$ cat config.mk
export PLATFORM = sky130hd
export DESIGN_NAME = gpio_port_with_lock
export DESIGN_NICKNAME = d
export VERILOG_FILES = /design/src/rtl/gpio_pkg.sv /design/src/rtl/gpio_port_with_lock.sv
export SDC_FILE = /design/constraint.sdc
export NUM_CORES = 1
export LEC_CHECK = 0
export ABC_AREA = 0
export BUFFER_PORTS_ARGS = -buffer_cell sky130_fd_sc_hd__buf_2
export CORE_UTILIZATION = 55
export CTS_CLUSTER_DIAMETER = 50
export DETAILED_ROUTE_END_ITERATION = 8
export PLACE_DENSITY_LB_ADDON = 0.05
export SYNTH_ARGS = -nofsm -noshare
export SYNTH_HDL_FRONTEND = slang
export SYNTH_SLANG_ARGS = --single-unit
$ cat constraint.sdc
create_clock -name clock -period 3.5 [get_ports clock]
set_clock_uncertainty 0.05 [all_clocks]
set_input_delay 0.525 -clock clock [delete_from_list [all_inputs] [get_ports clock]]
set_output_delay 0.525 -clock clock [all_outputs]
set_load 0.02 [all_outputs]
$ cat src/rtl/gpio_pkg.sv
// Package for the GPIO port with lock: request and response words, register
// index codes, lock sequence states and pin field helpers. No dependencies.
package gpio_pkg;

   localparam int PIN_COUNT = 16;
   localparam logic [15:0] PIN_MASK = 16'hFFFF >> (16 - PIN_COUNT);

   typedef enum logic {
      OP_READ  = 1'b0,
      OP_WRITE = 1'b1
   } op_type;

   typedef enum logic [3:0] {
      REG_MODE    = 4'd0,
      REG_OTYPE   = 4'd1,
      REG_SPEED   = 4'd2,
      REG_PULL    = 4'd3,
      REG_IDR     = 4'd4,
      REG_ODR     = 4'd5,
      REG_BSRR    = 4'd6,
      REG_LOCK    = 4'd7,
      REG_AF_LOW  = 4'd8,
      REG_AF_HIGH = 4'd9
   } reg_index_type;

   typedef enum logic [1:0] {
      LOCK_WAIT_FIRST = 2'd0,
      LOCK_WAIT_PINS  = 2'd1,
      LOCK_WAIT_KEY   = 2'd2,
      LOCK_WAIT_READ  = 2'd3
   } lock_step_type;

   typedef struct packed {
      logic        op;
      logic [3:0]  reg_index;
      logic [31:0] write_data;
      logic [15:0] pin_levels;
   } req_type;

   typedef struct packed {
      logic [31:0] read_data;
      logic [15:0] pin_drive;
   } rsp_type;

   // Widens a pin mask to a mask over 2-bit per-pin fields.
   function automatic logic [31:0] spread2(input logic [15:0] pins);
      logic [31:0] m;
      m = '0;
      for (int k = 0; k < 16; k++) begin
         m[2*k +: 2] = {2{pins[k]}};
      end
      return m;
   endfunction

   // Widens eight pins to a mask over 4-bit per-pin fields.
   function automatic logic [31:0] spread4(input logic [7:0] pins);
      logic [31:0] m;
      m = '0;
      for (int k = 0; k < 8; k++) begin
         m[4*k +: 4] = {4{pins[k]}};
      end
      return m;
   endfunction

endpackage

$ cat src/rtl/gpio_port_with_lock.sv
// Top level of the GPIO port with lock: register file, lock key sequence and
// the response register. Depends on gpio_pkg.
//
// Use: each request word is one bus access (read or write of one port
// register) together with the sampled pin levels. Each accepted request gives
// exactly one response word: the read data (zero on writes) and the output
// data driven to the pins after the access.
// Both channels use valid and stall; a word moves at a clock edge with valid
// high and stall low. The register update and the response are computed in
// the cycle of acceptance and captured in the response register, so a new
// request is accepted every cycle while the receiver does not stall.
// The response register is the only buffer: while it holds a word and the
// receiver stalls, req_stall is raised and the held word does not change.
// Once the receiver takes the word, a new request can enter in the same cycle.
// A synchronous reset clears all port registers, the lock and the key
// sequence, and empties the response register. A completed lock sequence
// freezes the configuration fields of the chosen pins until the next reset.
module gpio_port_with_lock
   import gpio_pkg::*;
(
   input  logic    clock,
   input  logic    reset,
   input  logic    req_valid,
   output logic    req_stall,
   input  req_type req_word,
   output logic    rsp_valid,
   input  logic    rsp_stall,
   output rsp_type rsp_word
);

   logic [31:0] mode_ff, mode_in;
   logic [15:0] otype_ff, otype_in;
   logic [31:0] speed_ff, speed_in;
   logic [31:0] pull_ff, pull_in;
   logic [31:0] af_low_ff, af_low_in;
   logic [31:0] af_high_ff, af_high_in;
   logic [15:0] out_data_ff, out_data_in;
   logic [15:0] lock_pins_ff, lock_pins_in;
   logic        lock_key_ff, lock_key_in;
   lock_step_type lock_step_ff, lock_step_in;
   logic        rsp_valid_ff, rsp_valid_in;
   rsp_type     rsp_ff, rsp_in;

   logic          req_accept;
   logic          is_write;
   reg_index_type idx;
   logic [15:0]   wr_pins;
   logic [15:0]   new_pins;
   logic          new_key;
   logic          same_pins;

   assign req_stall  = rsp_valid_ff && rsp_stall;
   assign req_accept = req_valid && !req_stall;
   assign is_write   = (req_word.op == OP_WRITE);
   assign idx        = reg_index_type'(req_word.reg_index);
   assign wr_pins    = PIN_MASK & ~(lock_key_ff ? lock_pins_ff : 16'h0000);
   assign new_pins   = req_word.write_data[15:0] & PIN_MASK;
   assign new_key    = req_word.write_data[16];
   assign same_pins  = (new_pins == lock_pins_ff);

   // Lock key sequence: next state.
   always_comb begin
      lock_step_in = lock_step_ff;
      lock_pins_in = lock_pins_ff;
      lock_key_in  = lock_key_ff;
      if (req_accept && idx == REG_LOCK) begin
         if (is_write) begin
            if (lock_key_ff) begin
               lock_step_in = LOCK_WAIT_FIRST;
            end else begin
               lock_pins_in = new_pins;
               case (lock_step_ff)
                  LOCK_WAIT_PINS: begin
                     lock_step_in = (!new_key && same_pins) ? LOCK_WAIT_KEY :
                                    (new_key ? LOCK_WAIT_PINS : LOCK_WAIT_FIRST);
                  end
                  LOCK_WAIT_KEY: begin
                     lock_step_in = (new_key && same_pins) ? LOCK_WAIT_READ :
                                    (new_key ? LOCK_WAIT_PINS : LOCK_WAIT_FIRST);
                  end
                  default: begin
                     lock_step_in = new_key ? LOCK_WAIT_PINS : LOCK_WAIT_FIRST;
                  end
               endcase
            end
         end else begin
            if (!lock_key_ff && lock_step_ff == LOCK_WAIT_READ) begin
               lock_key_in = 1'b1;
            end
            lock_step_in = LOCK_WAIT_FIRST;
         end
      end
   end

   // Register writes and the response word.
   always_comb begin
      mode_in      = mode_ff;
      otype_in     = otype_ff;
      speed_in     = speed_ff;
      pull_in      = pull_ff;
      af_low_in    = af_low_ff;
      af_high_in   = af_high_ff;
      out_data_in  = out_data_ff;
      rsp_in       = rsp_ff;
      rsp_valid_in = rsp_valid_ff && rsp_stall;
      if (req_accept) begin
         rsp_in.read_data = '0;
         if (is_write) begin
            case (idx)
               REG_MODE: begin
                  mode_in = (mode_ff & ~spread2(wr_pins))
                          | (req_word.write_data & spread2(wr_pins));
               end
               REG_OTYPE: begin
                  otype_in = (otype_ff & ~wr_pins) | (req_word.write_data[15:0] & wr_pins);
               end
               REG_SPEED: begin
                  speed_in = (speed_ff & ~spread2(wr_pins))
                           | (req_word.write_data & spread2(wr_pins));
               end
               REG_PULL: begin
                  pull_in = (pull_ff & ~spread2(wr_pins))
                          | (req_word.write_data & spread2(wr_pins));
               end
               REG_ODR: begin
                  out_data_in = new_pins;
               end
               REG_BSRR: begin
                  out_data_in = ((out_data_ff & ~(req_word.write_data[31:16] & PIN_MASK))
                                | new_pins) & PIN_MASK;
               end
               REG_AF_LOW: begin
                  af_low_in = (af_low_ff & ~spread4(wr_pins[7:0]))
                            | (req_word.write_data & spread4(wr_pins[7:0]));
               end
               REG_AF_HIGH: begin
                  af_high_in = (af_high_ff & ~spread4(wr_pins[15:8]))
                             | (req_word.write_data & spread4(wr_pins[15:8]));
               end
               default: begin
               end
            endcase
         end else begin
            case (idx)
               REG_MODE:    rsp_in.read_data = mode_ff;
               REG_OTYPE:   rsp_in.read_data = {16'h0000, otype_ff};
               REG_SPEED:   rsp_in.read_data = speed_ff;
               REG_PULL:    rsp_in.read_data = pull_ff;
               REG_IDR:     rsp_in.read_data = {16'h0000, req_word.pin_levels & PIN_MASK};
               REG_ODR:     rsp_in.read_data = {16'h0000, out_data_ff};
               REG_LOCK:    rsp_in.read_data = {15'h0000, lock_key_in, lock_pins_ff};
               REG_AF_LOW:  rsp_in.read_data = af_low_ff;
               REG_AF_HIGH: rsp_in.read_data = af_high_ff;
               default:     rsp_in.read_data = '0;
            endcase
         end
         rsp_in.pin_drive = out_data_in;
         rsp_valid_in     = 1'b1;
      end
   end

   always_ff @(posedge clock) begin
      if (reset) begin
         mode_ff      <= '0;
         otype_ff     <= '0;
         speed_ff     <= '0;
         pull_ff      <= '0;
         af_low_ff    <= '0;
         af_high_ff   <= '0;
         out_data_ff  <= '0;
         lock_pins_ff <= '0;
         lock_key_ff  <= 1'b0;
         lock_step_ff <= LOCK_WAIT_FIRST;
         rsp_valid_ff <= 1'b0;
      end else begin
         mode_ff      <= mode_in;
         otype_ff     <= otype_in;
         speed_ff     <= speed_in;
         pull_ff      <= pull_in;
         af_low_ff    <= af_low_in;
         af_high_ff   <= af_high_in;
         out_data_ff  <= out_data_in;
         lock_pins_ff <= lock_pins_in;
         lock_key_ff  <= lock_key_in;
         lock_step_ff <= lock_step_in;
         rsp_valid_ff <= rsp_valid_in;
      end
   end

   always_ff @(posedge clock) begin
      rsp_ff <= rsp_in;
   end

   assign rsp_valid = rsp_valid_ff;
   assign rsp_word  = rsp_ff;

   // The lock, once set, holds until reset.
   a_lock_holds: assert property (@(posedge clock) disable iff (reset)
      lock_key_ff |=> lock_key_ff)
      else $error("lock key bit cleared without reset");

   // The lock is set only by a lock read at the end of the key sequence.
   a_lock_set: assert property (@(posedge clock) disable iff (reset)
      (!lock_key_ff && lock_key_in) |-> (req_accept && !is_write && idx == REG_LOCK
                                         && lock_step_ff == LOCK_WAIT_READ))
      else $error("lock set outside the key sequence");

   // Locked pins keep their mode fields.
   a_mode_frozen: assert property (@(posedge clock) disable iff (reset)
      lock_key_ff |=> ((mode_ff & spread2($past(lock_pins_ff)))
                       == ($past(mode_ff) & spread2($past(lock_pins_ff)))))
      else $error("mode field of a locked pin changed");

   // A taken response with no new request leaves the response register empty.
   a_rsp_drains: assert property (@(posedge clock) disable iff (reset)
      (rsp_valid_ff && !rsp_stall && !req_accept) |=> !rsp_valid_ff)
      else $error("response repeated");

   // An accepted request always produces a response word.
   a_rsp_follows: assert property (@(posedge clock) disable iff (reset)
      req_accept |=> rsp_valid_ff)
      else $error("accepted request gave no response");

endmodule

==> flow_metrics.tcl <==
set metrics [dict create \
    route.detailed.drc 0 \
    rows 53 \
    cts_tree "yes" \
    syn_area_mm2 0.01196 \
    layout.nets 1332 \
    yosys_register_bits 260 \
    antennaDiodeCount 0 \
    rsz0062_at_grt "no" \
    die_h_um 149.5 \
    status "completed" \
    die_w_um 149.5 \
    synth_area_leader_cell "dfxtp_1" \
    htreeDepth 1 \
    portBuffers 106 \
    totalWireLength_mm 35.73 \
    grt_start_max_net_pins 96 \
    dr.pass1.iters 9 \
    netlist_top_cells_area "dfxtp_1 35%, mux2i_1 16%, edfxtp_1 12%" \
    worstPathRequired_ps 3870 \
    end_kind "flip-flop" \
    postCtsSetupRepairBufs 0 \
    syn_nets 1278 \
    grt_pass1_wl_mm 54.08 \
    synth_common_cells "223 x nor2_1, 212 x dfxtp_1, 195 x mux2i_1" \
    worstSetupStartpointType "flip-flop" \
    reg2reg_depth 4 \
    hold_path.class "in -> reg" \
    drtIter0Drc 960 \
    drv_cap 0 \
    ant_nets 0 \
    ys_seq_area_share_pct 47.53 \
    ir_drop_mv 0.4037 \
    post_drt_wl_per_cell_um 22.74 \
    ys_async_sr_fraction_pct 0 \
    synth_flop_cell "dfxtp_1" \
    grt_use_total_pct 32.06 \
    initial_core_util_pct 56.54 \
    place_hpwl_mm 23.56 \
    fillCellCount 1805 \
    cts.sinks 260 \
    cts_hold_buf 0 \
    clk_pin_slew_worst_paths_ps 60 \
    drv_slew 0 \
    fin_util_pct 64.52 \
    boundaryPins 107 \
    synth.distinct_cells 53 \
    yosysMostFrequentCell "nor2_1" \
    drive_gt1_share_pct 18.67 \
    cts.path.max_buffers 3 \
    cts_resized 0 \
    avgSynthCellArea_um2 9.821 \
    tightestPinTransition_ps 783.3 \
    core_mm2 0.02115 \
    gp_congestion 0.9285 \
    power_density_mw_per_mm2 498.2 \
    worstPathArrival_ps 2600 \
    slew_headroom_pct 47.78 \
    vias_per_cell 6.252 \
    cts_buffers 30 \
    setup_viol 0 \
    clk_latency_ps 560 \
    period_share_pct 63.79 \
    yosys_warnings 0 \
    yosysTopAreaCellShare_pct 35.48 \
    synthCells 1218 \
    vias 9822 \
    synth_edf_count 48 \
    post-route-min-period_ps 2233 \
    grt_pass1_vias 9310 \
    min_path_cells 3 \
    finalSetupTns_ps 0 \
    gr-total-overflow 0 \
    path_class "reg -> reg" \
    grt_antenna_before_repair 1 \
    p_leak_uw 0.006206 \
    die-area_mm2 0.02234 \
    path_max_fanout 20 \
    finalHoldViolations 0 \
    area_growth_pct 14.11 \
    cts_root_buf "clkbuf_16" \
    fmax_mhz 447.9 \
]
[per-stage QoR]
step                power (µW)  instances  cell area, µm²  setup WS, ps  hold WS, ps
detailed placement        3754       1515           12660         813.8        432.1
CTS                       6829       1571           13650          1293        135.8
global route              6985       1571           13650          1127        197.5
finish                    6800       1571           13650          1267        155.3
floorplan                 3538       1218           11960         358.0        405.7
global placement          3749       1515           12660         819.9        419.0
[area by class of cell]
type	instances	area, µm²	share of cell area, %
Multi-Input combinational cell	841	5791	42.42
Inverter	3	11.26	0.08250
Tap cell	275	344.1	2.521
Timing Repair Buffer	136	824.5	6.041
Clock buffer	36	813.3	5.958
Clock inverter	20	180.2	1.320
Sequential cell	260	5685	41.65
[critical path: stages, from the launching register on]
cell and delay [ps]:
dfxtp_1 810, nand2_1 470, nand4_1 460, mux2i_1 230
nor2_1 50
[report_power, final]
| part | leakage, µW | internal, µW | total (µW) | switching (µW) |
|---|---|---|---|---|
| Sequential | 0.00220 | 3110 | 3150 | 34.5 |
| Combinational | 0.00351 | 160 | 554 | 394 |
| Clock | 0.000499 | 1820 | 3100 | 1280 |
| Total | 0.00621 | 5090 | 6800 | 1710 |
[cell families (layout without fill, tap and decap cells)]
family / Yosys count / count (layout) / synth area share (%)
simple gates: 432 / 432 / 18.14
buf+inv: 117 / 195 / 4.351
compound gates: 170 / 170 / 9.843
fa+ha+maj: 3 / 3 / 0.3138
flops: 260 / 260 / 47.53
xor+xnor: 17 / 17 / 1.245
mux: 219 / 219 / 18.58
[path summary, 6_finish.rpt]
check	slack, ps	from	end
setup / recovery	1270	lock_key_ff$_SDFF_PP0_	flip-flop
hold / removal	160	req_valid	rsp_valid$_SDFF_PP0_
setup reg to reg	1270	lock_key_ff$_SDFF_PP0_	flip-flop
hold reg to reg	440	flip-flop	flip-flop
[routing by layer]
layer	wire, µm	track usage (%)	part of all wire (%)
met5	12	0	0.034
met4	1088	11.43	3.0
met3	3437	8.049	9.6
met2	15620	47.43	44
met1	15570	45.10	44
[cells in the final DEF, fill, tap and decap left out, types with 11 or more instances in the layout]
cell type  instances
clkbuf_16         30
a222oi_1          18
a21oi_1           47
mux2_2            24
edfxtp_1          48
buf_2            105
or2_2             11
nor2_1           223
xor2_1            13
nand2_1           83
nand4_1           73
a31oi_1           12
o21ai_0           17
a22oi_1           41
dfxtp_1          212
mux2i_1          195
buf_4             25
a311oi_1          16
(Power assumes the default switching activity.)
